`src/hdl/midi_echo_suppression_queue_top_assert.svh`:
```
// assertion macros for the echo suppression queue
`ifndef MIDI_ECHO_SUPPRESSION_QUEUE_TOP_ASSERT_SVH
`define MIDI_ECHO_SUPPRESSION_QUEUE_TOP_ASSERT_SVH

`ifndef SYNTHESIS

`define MESQ_ASSERT(lbl, clk, rst_n, prop, msg) \
    lbl: assert property (@(posedge clk) disable iff (!rst_n) prop) else $error(msg);

`define MESQ_ASSERT_NEVER(lbl, clk, rst_n, expr, msg) \
    lbl: assert property (@(posedge clk) disable iff (!rst_n) !(expr)) else $error(msg);

`else

`define MESQ_ASSERT(lbl, clk, rst_n, prop, msg)

`define MESQ_ASSERT_NEVER(lbl, clk, rst_n, expr, msg)

`endif

`endif

```
`src/hdl/mesq_pkg.sv`:
```
// types, constants and register codes of the echo suppression queue
`timescale 1ns / 1ps

package mesq_pkg;

    localparam int QUEUE_DEPTH = 16;
    localparam int IDX_W       = $clog2(QUEUE_DEPTH);
    localparam int CNT_W       = $clog2(QUEUE_DEPTH + 1);
    localparam int TIME_W      = 32;

    // configuration register indexes
    localparam logic [1:0] CFG_GUARD_ENABLE   = 2'd0;
    localparam logic [1:0] CFG_RETURN_CHANNEL = 2'd1;
    localparam logic [1:0] CFG_WINDOW_MS      = 2'd2;

    localparam logic ACT_RECORD = 1'b0;
    localparam logic ACT_CHECK  = 1'b1;

    typedef logic [TIME_W-1:0] t_word;
    typedef logic [IDX_W-1:0]  t_idx;
    typedef logic [CNT_W-1:0]  t_cnt;

    typedef struct packed {
        logic [2:0] msg_type;
        logic [4:0] msg_channel;
        logic [6:0] first_byte;
        logic [6:0] second_byte;
        t_word      expiry;
    } t_entry;

    // result of the shared add / subtract unit
    typedef struct packed {
        t_word sum;
        logic  positive;
    } t_alu_res;

endpackage

```
`src/hdl/mesq_addsub.sv`:
```
// shared 32-bit add / subtract unit with signed-positive flag
`timescale 1ns / 1ps

module mesq_addsub (
    input  mesq_pkg::t_word    i_a,
    input  mesq_pkg::t_word    i_b,
    input  logic               i_sub,
    output mesq_pkg::t_alu_res o_res
);
    import mesq_pkg::*;

    t_word w_b;
    t_word w_sum;

    assign w_b   = i_sub ? ~i_b : i_b;
    assign w_sum = i_a + w_b + t_word'(i_sub);

    // wrap-safe order: strictly after when the difference is positive as signed
    assign o_res.sum      = w_sum;
    assign o_res.positive = (w_sum != '0) && !w_sum[TIME_W-1];

endmodule

```
`src/hdl/midi_echo_suppression_queue_top.sv`:
```
// echo suppression queue: ring of sent messages with expiry, sequenced check
//
//  channel | direction | handshake          | payload
//  --------+-----------+--------------------+------------------------------------------
//  input   | in        | i_valid / o_ready  | action, msg_type, msg_channel, bytes, now
//  result  | out       | o_valid / i_ready  | is_echo, pending_count
//  config  | in        | i_cfg_we           | i_cfg_idx, i_cfg_wdata
//
// one item at a time: an inert item goes straight to the result register, a record first writes
// the ring, and a check reads the head and evaluates it, popping each expired entry and reading again,
// using the one shared add / subtract unit
// reset is synchronous active low and empties the ring; ring contents are not cleared
// a result waiting on the output does not block the next input transfer
`timescale 1ns / 1ps

`include "midi_echo_suppression_queue_top_assert.svh"

module midi_echo_suppression_queue_top (
    input  logic        i_clk,
    input  logic        i_rst_n,
    input  logic        i_valid,
    output logic        o_ready,
    input  logic        i_action,
    input  logic [2:0]  i_msg_type,
    input  logic [4:0]  i_msg_channel,
    input  logic [6:0]  i_first_byte,
    input  logic [6:0]  i_second_byte,
    input  logic [31:0] i_now_ms,
    output logic        o_valid,
    input  logic        i_ready,
    output logic        o_is_echo,
    output logic [4:0]  o_pending_count,
    input  logic        i_cfg_we,
    input  logic [1:0]  i_cfg_idx,
    input  logic [15:0] i_cfg_wdata
);
    import mesq_pkg::*;

    typedef enum logic [4:0] {
        S_IDLE = 5'b00001,
        S_REC  = 5'b00010,
        S_READ = 5'b00100,
        S_EVAL = 5'b01000,
        S_PUSH = 5'b10000
    } t_state;

    t_state r_state, n_state;

    // configuration
    logic        r_guard_enable;
    logic [4:0]  r_return_channel;
    logic [15:0] r_window_ms;

    // captured item
    logic        r_action;
    logic [2:0]  r_msg_type;
    logic [4:0]  r_msg_channel;
    logic [6:0]  r_first_byte;
    logic [6:0]  r_second_byte;
    t_word       r_now;

    // ring control
    t_idx  r_head, n_head;
    t_cnt  r_fill, n_fill;
    t_word r_hit_total, n_hit_total;
    logic  r_echo, n_echo;

    // ring storage
    t_entry r_mem [QUEUE_DEPTH];
    t_entry r_rd_entry;

    // output register
    logic r_out_valid;
    logic r_out_echo;
    t_cnt r_out_count;

    logic     w_accept;
    logic     w_active;
    logic     w_full;
    logic     w_load_out;
    logic     w_match;
    logic     w_wr_en;
    t_idx     w_head_inc;
    t_idx     w_rec_head;
    t_idx     w_tail;
    logic [IDX_W:0] w_tail_sum;
    t_entry   w_wr_entry;
    t_word    w_alu_b;
    logic     w_alu_sub;
    t_alu_res w_alu;

    assign o_ready  = (r_state == S_IDLE);
    assign w_accept = i_valid && o_ready;
    assign w_active = r_guard_enable && (i_msg_channel == r_return_channel);
    assign w_full   = (r_fill == t_cnt'(QUEUE_DEPTH));
    assign w_head_inc = (r_head == t_idx'(QUEUE_DEPTH - 1)) ? '0 : r_head + t_idx'(1);

    // tail slot after a possible eviction of the oldest entry
    assign w_rec_head = w_full ? w_head_inc : r_head;
    assign w_tail_sum = {1'b0, w_rec_head} + (IDX_W + 1)'(w_full ? r_fill - t_cnt'(1) : r_fill);
    assign w_tail     = (w_tail_sum >= (IDX_W + 1)'(QUEUE_DEPTH))
                      ? t_idx'(w_tail_sum - (IDX_W + 1)'(QUEUE_DEPTH))
                      : w_tail_sum[IDX_W-1:0];

    assign w_match = (r_rd_entry.msg_type == r_msg_type)
                  && (r_rd_entry.msg_channel == r_msg_channel)
                  && (r_rd_entry.first_byte == r_first_byte)
                  && (r_rd_entry.second_byte == r_second_byte);

    // shared unit: now + window on record, now - expiry on check
    assign w_alu_sub = (r_state != S_REC);
    assign w_alu_b   = w_alu_sub ? r_rd_entry.expiry : t_word'(r_window_ms);

    mesq_addsub u_addsub (
        .i_a   (r_now),
        .i_b   (w_alu_b),
        .i_sub (w_alu_sub),
        .o_res (w_alu)
    );

    assign w_wr_en = (r_state == S_REC);
    always_comb begin
        w_wr_entry.msg_type    = r_msg_type;
        w_wr_entry.msg_channel = r_msg_channel;
        w_wr_entry.first_byte  = r_first_byte;
        w_wr_entry.second_byte = r_second_byte;
        w_wr_entry.expiry      = w_alu.sum;
    end

    assign w_load_out = (r_state == S_PUSH) && (!r_out_valid || i_ready);

    always_comb begin
        n_state     = r_state;
        n_head      = r_head;
        n_fill      = r_fill;
        n_hit_total = r_hit_total;
        n_echo      = r_echo;
        unique case (r_state)
            S_IDLE: begin
                if (w_accept) begin
                    n_echo = 1'b0;
                    if (!w_active) begin
                        n_state = S_PUSH;
                    end else if (i_action == ACT_RECORD) begin
                        n_state = S_REC;
                    end else begin
                        n_state = S_READ;
                    end
                end
            end
            S_REC: begin
                n_head  = w_rec_head;
                n_fill  = w_full ? r_fill : r_fill + t_cnt'(1);
                n_state = S_PUSH;
            end
            S_READ: begin
                n_state = S_EVAL;
            end
            S_EVAL: begin
                priority if (r_fill == '0) begin
                    n_state = S_PUSH;
                end else if (w_alu.positive) begin
                    // expired head: pop and look at the next one
                    n_head  = w_head_inc;
                    n_fill  = r_fill - t_cnt'(1);
                    n_state = S_READ;
                end else if (w_match) begin
                    n_head      = w_head_inc;
                    n_fill      = r_fill - t_cnt'(1);
                    n_hit_total = r_hit_total + t_word'(1);
                    n_echo      = 1'b1;
                    n_state     = S_PUSH;
                end else begin
                    n_state = S_PUSH;
                end
            end
            S_PUSH: begin
                if (w_load_out) begin
                    n_state = S_IDLE;
                end
            end
            default: begin
                n_state = S_IDLE;
            end
        endcase
    end

    always_ff @(posedge i_clk) begin
        if (!i_rst_n) begin
            r_state          <= S_IDLE;
            r_head           <= '0;
            r_fill           <= '0;
            r_hit_total      <= '0;
            r_echo           <= 1'b0;
            r_out_valid      <= 1'b0;
            r_guard_enable   <= 1'b0;
            r_return_channel <= 5'd1;
            r_window_ms      <= '0;
        end else begin
            r_state     <= n_state;
            r_head      <= n_head;
            r_fill      <= n_fill;
            r_hit_total <= n_hit_total;
            r_echo      <= n_echo;
            if (w_load_out) begin
                r_out_valid <= 1'b1;
            end else if (i_ready) begin
                r_out_valid <= 1'b0;
            end
            if (i_cfg_we) begin
                unique case (i_cfg_idx)
                    CFG_GUARD_ENABLE:   r_guard_enable   <= i_cfg_wdata[0];
                    CFG_RETURN_CHANNEL: r_return_channel <= i_cfg_wdata[4:0];
                    CFG_WINDOW_MS:      r_window_ms      <= i_cfg_wdata;
                    default: begin
                    end
                endcase
            end
        end
    end

    always_ff @(posedge i_clk) begin
        if (w_accept) begin
            r_action      <= i_action;
            r_msg_type    <= i_msg_type;
            r_msg_channel <= i_msg_channel;
            r_first_byte  <= i_first_byte;
            r_second_byte <= i_second_byte;
            r_now         <= i_now_ms;
        end
        if (w_load_out) begin
            r_out_echo  <= r_echo;
            r_out_count <= r_fill;
        end
    end

    // ring memory, read at the head every cycle
    always_ff @(posedge i_clk) begin
        if (w_wr_en) begin
            r_mem[w_tail] <= w_wr_entry;
        end
        r_rd_entry <= r_mem[r_head];
    end

    assign o_valid         = r_out_valid;
    assign o_is_echo       = r_out_echo;
    assign o_pending_count = 5'(r_out_count);

    `MESQ_ASSERT_NEVER(a_fill_bound, i_clk, i_rst_n, r_fill > t_cnt'(QUEUE_DEPTH), "ring fill above depth")
    `MESQ_ASSERT(a_hit_counts, i_clk, i_rst_n, (r_state == S_EVAL && r_fill != '0 && !w_alu.positive && w_match) |=> (r_hit_total == $past(r_hit_total) + t_word'(1)) && r_echo, "echo without hit count")
    `MESQ_ASSERT(a_head_still, i_clk, i_rst_n, (r_state == S_IDLE || r_state == S_READ || r_state == S_PUSH) |=> $stable(r_head), "head moved outside pop or record")
    `MESQ_ASSERT(a_count_shown, i_clk, i_rst_n, w_load_out |=> o_valid && (o_pending_count == 5'($past(r_fill))), "result count differs from ring fill")
    `MESQ_ASSERT_NEVER(a_record_echo, i_clk, i_rst_n, w_load_out && r_echo && (r_action == ACT_RECORD), "echo reported for a record item")

endmodule

```
`config.mk`:
```
export PLATFORM = sky130hd
export DESIGN_NAME = midi_echo_suppression_queue_top
export DESIGN_NICKNAME = d
export VERILOG_FILES = /design/src/hdl/mesq_pkg.sv /design/src/hdl/mesq_addsub.sv /design/src/hdl/midi_echo_suppression_queue_top.sv
export VERILOG_INCLUDE_DIRS = /design/src /design/src/hdl
export SDC_FILE = /design/constraint.sdc
export NUM_CORES = 1
export LEC_CHECK = 0
export ABC_AREA = 1
export BUFFER_PORTS_ARGS = -buffer_cell sky130_fd_sc_hd__buf_2
export CELL_PAD_IN_SITES_DETAIL_PLACEMENT = 0
export CELL_PAD_IN_SITES_GLOBAL_PLACEMENT = 2
export CORE_MARGIN = 2
export CORE_UTILIZATION = 39
export CTS_CLUSTER_DIAMETER = 150
export CTS_CLUSTER_SIZE = 30
export DETAILED_ROUTE_END_ITERATION = 10
export PLACE_DENSITY = 0.87
export SYNTH_ARGS = -nofsm -noshare
export SYNTH_HDL_FRONTEND = slang
export SYNTH_HIERARCHICAL = 1
export SYNTH_SLANG_ARGS = --single-unit
```
`constraint.sdc`:
```
create_clock -name i_clk -period 5.1 [get_ports i_clk]
set_input_delay 1.02 -clock i_clk [delete_from_list [all_inputs] [get_ports i_clk]]
set_output_delay 1.02 -clock i_clk [all_outputs]
set_load 0.02 [all_outputs]
```
# Yosys cells after proc, flatten, opt, wreduce, memory -nomap -nowiden

Memories as Yosys holds them, arrays and structs flattened. A register that Yosys moved wholly into a read port is not among the register bits.
Index checks and enable logic that the tools add are counted.

Logic and storage cells: 101
Input bits: 78
Register bits: 98
Output and inout bits: 8
Bits in writable memories: 864
Memories kept: 1

Mux-type cells: 31
Bitwise gates (word level): 1
Equal/unequal tests: 22
Add/sub/neg operators: 7
Order comparisons: 1
Reductions and logical operators: 23

Memory list:

| name  | depth | width | rd ports | clocked after Yosys merged registers in | wr ports | line                                  | source |
|---|---|---|---|---|---|---|---|
| r_mem | 16    | 54    | 1        | 1                                       | 1        | midi_echo_suppression_queue_top.sv:69 | `t_entry r_mem [QUEUE_DEPTH];` |

Operators by type and width:

| operator                                                               | number |
|---|---|
| 32-bit two-way mux                                                     | 2 |
| 5-bit two-way mux                                                      | 10 |
| 32-bit by 1-bit adder with 32-bit output                               | 1 |
| 32-bit adder                                                           | 1 |
| 32-bit NOT                                                             | 1 |
| 32-bit nonzero test                                                    | 1 |
| 5-bit one-hot mux with 5 select lines                                  | 1 |
| 4-bit two-way mux                                                      | 6 |
| 7-bit equality test                                                    | 2 |
| 5-bit equality test                                                    | 2 |
| 5-bit equality test (second input constant)                            | 2 |
| 2-bit inequality test (second input constant)                          | 5 |
| 5-bit one-hot mux with 2 select lines                                  | 1 |
| 1-bit two-way mux                                                      | 8 |
| 4-bit one-hot mux with 2 select lines                                  | 1 |
| 2-bit AND reduction                                                    | 4 |
| 1-bit logical AND                                                      | 7 |
| 2-bit nonzero test                                                     | 3 |
| 4-bit by 5-bit adder with 5-bit output                                 | 1 |
| 5-bit by 1-bit adder with 5-bit output (second input constant)         | 1 |
| 5-bit by 1-bit equality test with 1-bit output (second input constant) | 1 |
| 5-bit by 2-bit equality test with 1-bit output (second input constant) | 1 |
| 5-bit by 3-bit equality test with 1-bit output (second input constant) | 1 |
| 5-bit by 4-bit equality test with 1-bit output (second input constant) | 1 |
| other kinds (20)                                                       | 21 |

# Longest topological paths before layout

Gate-level depths: netlist of the first run.

Depth after elaboration: 11
Mapped depth: 35
Gate-level depth less buffers: 34

# Cells and area by module

Netlist of the first run, hierarchy kept.

Modules (own cells, without submodules):

| module                          | area each (um^2) | cells an instance | instances | sequential area each (um^2) |
|---|---|---|---|---|
| midi_echo_suppression_queue_top | 38946.1          | 2927              | 1         | 29588.4 |
| mesq_addsub                     | 2910.3           | 580               | 1         | 0.0 |

# Least setup slack after synthesis of the first run

OpenSTA, ideal clock, no wires.

Path type: flip-flop to flip-flop
Start point: register r_fill[0]
End point: memory r_mem[12][0] in the netlist's numbering (enable)
Arrival: 4.445 ns
Data required time: 4.634 ns
Stages on the path, launching flop included: 12
Path buffers: 1
Setup slack: 0.189 ns
Setup time: 0.466 ns
Clock period less this slack: 4.911 ns
Path through: dfxtp_1 > inv_1 > ha_1 > nand3_2 > buf_6 > o21ai_0 > ha_1 > inv_1 > fa_1 > xnor2_1 > nand3_2 > nor2_1

Longest elaborated chain between the ends: 5
Elaborated cells on any way between the ends: 8
Classes of those cells: add/sub: 3; order compare: 1; eq/ne: 1; mux: 3

Ends and longest elaborated chain:

| element                                                                                          | line                                                                           | source |
|---|---|---|
| from (decl)                                                                                      | midi_echo_suppression_queue_top.sv:64                                          | `t_cnt r_fill, n_fill;` |
| from (signal assigned)                                                                           | midi_echo_suppression_queue_top.sv:202                                         | `r_fill <= n_fill;` |
| 5-bit by 1-bit subtractor with 5-bit output or 5-bit equality test (tied branches)               | midi_echo_suppression_queue_top.sv:100, midi_echo_suppression_queue_top.sv:95  |  |
| 5-bit two-way mux or 4-bit two-way mux (tied branches)                                           | midi_echo_suppression_queue_top.sv:100, midi_echo_suppression_queue_top.sv:99  |  |
| 4-bit by 5-bit adder with 5-bit output *                                                         | midi_echo_suppression_queue_top.sv:100                                         | `assign w_tail_sum = {1'b0, w_rec_head} + (IDX_W + 1)'(w_full ? r_fill - t_cnt'(1) : r_fill);` |
| 4-bit by 1-bit subtractor with 4-bit output or 5-bit greater-or-equal comparator (tied branches) | midi_echo_suppression_queue_top.sv:102, midi_echo_suppression_queue_top.sv:101 |  |
| 4-bit two-way mux *                                                                              | midi_echo_suppression_queue_top.sv:102                                         | `? t_idx'(w_tail_sum - (IDX_W + 1)'(QUEUE_DEPTH))` |
| to (decl)                                                                                        | midi_echo_suppression_queue_top.sv:69                                          |  |

Every way passes the cells marked *; elsewhere a longest branch is shown, timed or not.

==> results of run 1 <==
==> worst paths after layout <==
kind	from	end	slack [ns]
worst max-delay path	r_state[2]$_SDFFE_PN0P_	r_fill[3]$_SDFFE_PN0P_	0.46
worst min-delay path	r_echo$_SDFFE_PN0P_	r_echo$_SDFFE_PN0P_	0.49
worst max register to register	r_state[2]$_SDFFE_PN0P_	r_fill[3]$_SDFFE_PN0P_	0.46
worst min register to register	r_echo$_SDFFE_PN0P_	r_echo$_SDFFE_PN0P_	0.49
==> cell type report <==
cell class,instances,area [um^2],area share (%)
Inverter,209,801,1.77
Sequential cell,1016,29600,65.3
Clock buffer,67,1120,2.48
Clock inverter,4,41.3,0.0911
Timing Repair Buffer,149,1180,2.61
Multi-Input combinational cell,2087,10800,23.9
Tap cell,1403,1760,3.87
Antenna cell,1,2.50,0.00552
==> metal layers <==
layer	vias up	global-route usage [%]	wire, um
met2	751	31.9	51100
met5	-	0	0
met4	0	3.60	1710
met3	101	1.84	6080
li1	12600	-	-
met1	13200	27.4	48700
==> critical path, cell delays in order (launching register included) <==
cell and delay (ns):
dfxtp_1 0.34, nor2_1 0.17, nand2_1 0.12, nor3_4 0.26, inv_2 0.28, buf_4 0.31, xor2_1 0.22, ha_1 0.44
nand2_1 0.13, nor2_1 0.23, nand2_1 0.18, nor3_1 0.17, nand2_1 0.17, nand3_1 0.13, nand2_1 0.05, nand2_1 0.19
nand2_1 0.08, nor2_1 0.10, nand2_1 0.05, nor2_1 0.14, nor2_1 0.08, inv_1 0.06, nand2_1 0.05, nand2_1 0.08
nand2_2 0.22, a21oi_1 0.21, nor2_1 0.06
==> report_power, final <==
group          switching (uW)  leakage [uW]  internal [uW]
Sequential               99.0       0.00909           9300
Combinational             475       0.00597            150
Clock                    2480      0.000560           1560
Total                    3060        0.0156          11000
==> cells in the final DEF, fill, tap and decap left out, types with 4 or more instances in the layout <==
cell / count
nand3b_1: 11
clkbuf_16: 41
nand4_1: 12
a21oi_1: 34
nor2_1: 589
inv_2: 5
o22ai_1: 59
buf_2: 85
o21ai_0: 470
nand3_2: 9
edfxtp_1: 924
dfxtp_1: 88
o211ai_1: 53
clkbuf_1: 26
nand2_1: 414
xor2_1: 38
buf_4: 41
buf_12: 22
nor2_4: 17
ha_1: 40
xnor2_1: 12
nor3_1: 9
nand2_2: 14
dfxtp_4: 4
o221ai_1: 159
clkinv_2: 5
nor2_2: 6
nand3_1: 115
inv_1: 197
==> state kept, by name, summed over array words and instances, names as in the netlist, 3 cells and up <==
signal / flops
r_now: 32
r_mem: 864
r_first_byte: 7
r_return_channel: 5
r_fill: 5
r_msg_type: 3
r_state: 5
r_rd_entry: 54
r_window_ms: 16
r_head: 4
o_pending_count: 5
r_msg_channel: 5
r_second_byte: 7
==> per-stage QoR <==
stage               std cells  cell area, um^2  worst slack, ns
CTS                      4935            45300            0.366
floorplan                3507            41900            0.189
global route             4935            45300           0.0264
detailed placement       4864            44200            0.392
finish                   4936            45300            0.456
global placement         4864            44200            0.344
==> kinds of logic after synthesis <==
kind of cell,Yosys count
simple gates,1206
buf+inv,404
fa+ha+maj,42
compound gates,788
flops,1016
xor+xnor,51
==> qor.txt, run 1 <==
Synth warnings: 6
Area Growth Syn to Fin: 8.33%
Hold Crit Class: reg -> reg
Cell Area, Synth: 41900 um^2
Hold Vio Cnt, Final: 0
DRC Markers: 0
unrepaired setup endpoints after global routing: false
post-CTS sizing: 0
Total GRT Usage: 19.1%
Die ar.: 110000 um^2
Root Buffer: clkbuf_16
Worst Hold Path Cells: 2
ranking of synthesized cells by area: edfxtp_1 66%, o21ai_0 5.6%, nor2_1 5.4%, dfxtp_1 4.4%, nand2_1 3.7%
Mapped Cells: 3507
die height: 332 um
fin crit share: 91.1%
crit path max fanout: 25
simple logic cell fraction of the synthesized area: 11.7%
Sum Neg Setup Slack: 0 ns
WL per Instance: 21.8 um
Reg2Reg Depth: 26
Seq cells post-synth: 1016
setup violators final: 0
I/O pin total: 86
mux contribution to synthesized area: 0%
largest net degree at the start of global routing: 183
Worst Tran Pin Value: 1.07 ns
ys async rst share: 0%
max cap viols: 0
Setup Buffers After CTS: 0
Cell Rows: 120
Distinct cells, synth: 43
Max Clk Rate: 215 MHz
number of antenna-violating nets in the routed design: 0
CP arrival: 5.17 ns
Compound-Gate Fraction of Synth Area: 11.5%
Power Total: 14100 uW
most numerous cell in the Yosys netlist: edfxtp_1
synth cell count leaders: 924 x edfxtp_1, 605 x nor2_1, 470 x o21ai_0
sequential area share after synthesis: 70.7%
Lkg Pwr: 0.0156 uW
Req. time, crit path: 5.63 ns
share of the synthesized area in the top cell type: 66.3%
Synth Area in XOR/XNOR: 1.09%
Clock Latency Late Sink: 0.62 ns
fraction of layout cells with a size suffix above 1: 7.59%
htree depth: 2
Max Slew Vio Count: 0
Clock Path Buffers: 3
port buffer count: 85
# fillers: 9948
EDFF count, synth: 924
Yosys top cell by area: edfxtp_1
TritonCTS Buffers: 40
Initial DRC Count: 2714
Post-Synth Adder-Cell Area: 1.29%
vias in the first global route: 25600
nets: 3623
Peak VDD IR: 0.000221 V
drt pass-1 iters: 5
Routability Congestion: 0.830
number of hold buffers added after CTS: 0
Setup CP Type: reg -> reg
Syn Area/Cell: 11.9 um^2
pwr dens: 310 nW/um^2
routed vias: 26600
die width: 332 um
Initial Utilization: 39.2%
Post-DP HPWL: 60000 um
critical path capture point type: register
startpoint types: register
CTS tree: built
clock sink total: 1016
wirelength, routed: 108000 um
Top FF cell, synth: edfxtp_1
crit path time final: 4.64 ns
Core Util, Final: 42.5%
global route total overflow: 0
clk_skew: 0.0303 ns
Post-Syn Nets: 3627
Clk pin slew, worst setup/hold paths: 0.12 ns
relative slew slack: 28.6%
initial antenna violation count: 2
largest family of logic cells by synthesized area: simple AND/OR/NAND/NOR gates
first-pass GRT wire length: 161000 um
status: finished clean
Placeable Area: 107000 um^2
DR vias/cell: 5.39
WHS: 0.491 ns
Power figures use the tool's default switching activity.
==> run 2: changes to the inputs <==
--- a/config.mk
+++ b/config.mk
@@ -15,7 +15,9 @@
 export CTS_CLUSTER_DIAMETER = 150
 export CTS_CLUSTER_SIZE = 30
 export DETAILED_ROUTE_END_ITERATION = 10
-export PLACE_DENSITY = 0.87
+export MAX_ROUTING_LAYER = met4
+export PLACE_DENSITY = 0.83
+export RECOVER_POWER = 100
 export SYNTH_ARGS = -nofsm -noshare
 export SYNTH_HDL_FRONTEND = slang
 export SYNTH_HIERARCHICAL = 1
==> run 2 against run 1 <==
Combinational power barely moved. Sequential share of layout area rose by 0.66 points. The flow now finishes with violations (max-capacitance violations, max-slew violations). Flip-flop and latch count did not move. Largest power group unchanged. Hold slack got worse by 0.015 ns. First-iteration DRC count fell by 5.6%.
==> qor.txt, run 2 (synthesized netlist as in run 1, its figures left out) <==
status: complete, but fails checks
failing checks: max-capacitance violations, max-slew violations
max cap viols: 4 (+4)
die width: 332 um (unchanged)
post-CTS sizing: 0 (unchanged)
P_sw: 3070 uW (+0.42%)
Worst Hold Path Cells: 2 (unchanged)
Clock Power Share: 28.6% (about the same)
# fillers: 10000 (+0.73%)
crit path time final: 4.88 ns (+0.240 ns)
Root Buffer: clkbuf_16
Max Clk Rate: 205 MHz (-4.9%)
Pint: 11000 uW (-0.27%)
largest net degree at the start of global routing: 237 (+30%)
Die ar.: 110000 um^2 (unchanged)
most common cell after layout, fill and taps aside: edfxtp_1
Reg2Reg Depth: 6 (-77%)
I/O pin total: 86 (unchanged)
Area Growth Syn to Fin: 7.23%
critical path capture point type: register
number of antenna-violating nets in the routed design: 0 (unchanged)
Initial DRC Count: 2561 (-5.6%)
DR vias/cell: 5.36 (-0.56%)
Most flops, register: r_mem
wirelength, routed: 108000 um (+0.39%)
placed inst area: 44000 um^2 (-0.29%)
htree depth: 2 (unchanged)
Lkg Pwr: 0.0154 uW (-1.4%)
final non-filler cell total: 4928 (-0.16%)
number of cells after detailed placement: 4857 (-0.14%)
Cell Rows: 120 (unchanged)
die height: 332 um (unchanged)
Clock Path Buffers: 3 (unchanged)
Hold Crit Class: reg -> reg
CP arrival: 5.44 ns (+0.27 ns)
Setup CP Type: reg -> reg
Peak VDD IR: 0.000248 V (+12%)
logic gate share of total power: 4.5% (about the same)
fin crit share: 95.8% (+4.7 points)
Top Registers: r_mem: 864 flops, r_rd_entry: 54 flops, r_now: 32 flops
CTS tree: built
clock sink total: 1016 (unchanged)
Sw Ratio: 21.9% (+0.12 points)
WL per Instance: 21.9 um (+0.55%)
first-pass GRT wire length: 162000 um (+0.53%)
sequential share of power: 66.9% (about the same)
Core Util, Final: 42.0% (-0.43 points)
nets: 3616 (-0.19%)
crit path max fanout: 63 (+150%)
fraction of layout cells with a size suffix above 1: 6.30% (-1.3 points)
Req. time, crit path: 5.66 ns (+0.03 ns)
global route total overflow: 0 (unchanged)
Placeable Area: 107000 um^2 (unchanged)
max reg flops: 864 (unchanged)
Max Slew Vio Count: 422 (+422)
drt pass-1 iters: 5 (unchanged)
vias in the first global route: 25600 (+0.35%)
Clk pin slew, worst setup/hold paths: 0.12 ns (about the same)
Hold Vio Cnt, Final: 0 (unchanged)
number of hold buffers added after CTS: 0 (unchanged)
initial antenna violation count: 1 (-1)
post-route cell area: 44900 um^2 (-1.0%)
Worst Tran Pin Value: 2.68 ns (+1.61 ns)
most frequent cells in the layout: 924 x edfxtp_1, 596 x nor2_1, 470 x o21ai_0, 415 x nand2_1, 198 x inv_1
Routability Congestion: 0.806 (-2.8%)
Total GRT Usage: 19.9% (+0.74 points)
relative slew slack: -78.8% (-110 points)
setup violators final: 0 (unchanged)
Post-DP HPWL: 58200 um (-2.9%)
Initial Utilization: 39.2% (unchanged)
port buffer count: 85 (unchanged)
TritonCTS Buffers: 40 (unchanged)
routed vias: 26400 (-0.72%)
Setup Buffers After CTS: 0 (unchanged)
unrepaired setup endpoints after global routing: false
pwr dens: 313 nW/um^2 (+0.90%)
DRC Markers: 0 (unchanged)
startpoint types: register
Sum Neg Setup Slack: 0 ns (unchanged)
Clock Latency Late Sink: 0.62 ns (about the same)
clk_skew: 0.0414 ns (+0.0111 ns)
## run 2: layout make-up
type / instances / area, um^2 / share of cell area, %
Antenna cell: 1 / 2.50 / 0.00558
Clock inverter: 5 / 68.8 / 0.153
Timing Repair Buffer: 142 / 822 / 1.83
Multi-Input combinational cell: 2087 / 10700 / 23.9
Inverter: 209 / 796 / 1.77
Sequential cell: 1016 / 29600 / 65.9
Clock buffer: 65 / 1090 / 2.44
Tap cell: 1403 / 1760 / 3.91
## run 2: power groups by stage
stage | Combinational (uW) | Clock, uW | Sequential [uW]
global placement | 625 | 0 | 9590
finish | 626 | 4020 | 9400
global route | 706 | 4370 | 9420
CTS | 632 | 4120 | 9400
floorplan | 372 | 0 | 9550
detailed placement | 630 | 0 | 9590
## run 2: path summary, 6_finish.rpt
path,start,endpoint,slack [ns]
setup / recovery,r_head[2]$_SDFFE_PN0P_,r_rd_entry[19]$_DFF_P_,0.22
hold / removal,r_echo$_SDFFE_PN0P_,r_echo$_SDFFE_PN0P_,0.48
setup reg to reg,r_head[2]$_SDFFE_PN0P_,r_rd_entry[19]$_DFF_P_,0.22
hold reg to reg,r_echo$_SDFFE_PN0P_,r_echo$_SDFFE_PN0P_,0.48
## run 2: worst max-delay path, cell delays in order (launching register included)
cell,delay (ns)
dfxtp_4,0.82
clkbuf_2,1.43
clkinvlp_2,1.17
clkbuf_2,0.66
o221ai_1,0.32
nand3_1,0.12
nand2_1,0.16
## run 2: metal layers
metal,part of all wire [%],vias to the layer above,routed length (um),GRT usage (%)
li1,-,12500,-,-
met1,45,13200,48500,26.9
met2,48,622,51600,32.2
met3,5.3,90,5680,2.46
met4,2.0,0,2150,4.47
met5,0,-,0,-
## run 2: through the flow
stage	power (uW)	setup WS [ns]	hold slack [ns]
after floorplan	9920	0.189	0.408
final	14000	0.217	0.476
after global routing	14500	0.0619	0.482
after detailed placement	10200	0.610	0.456
after CTS	14100	0.581	0.485
after global placement	10200	0.596	0.462
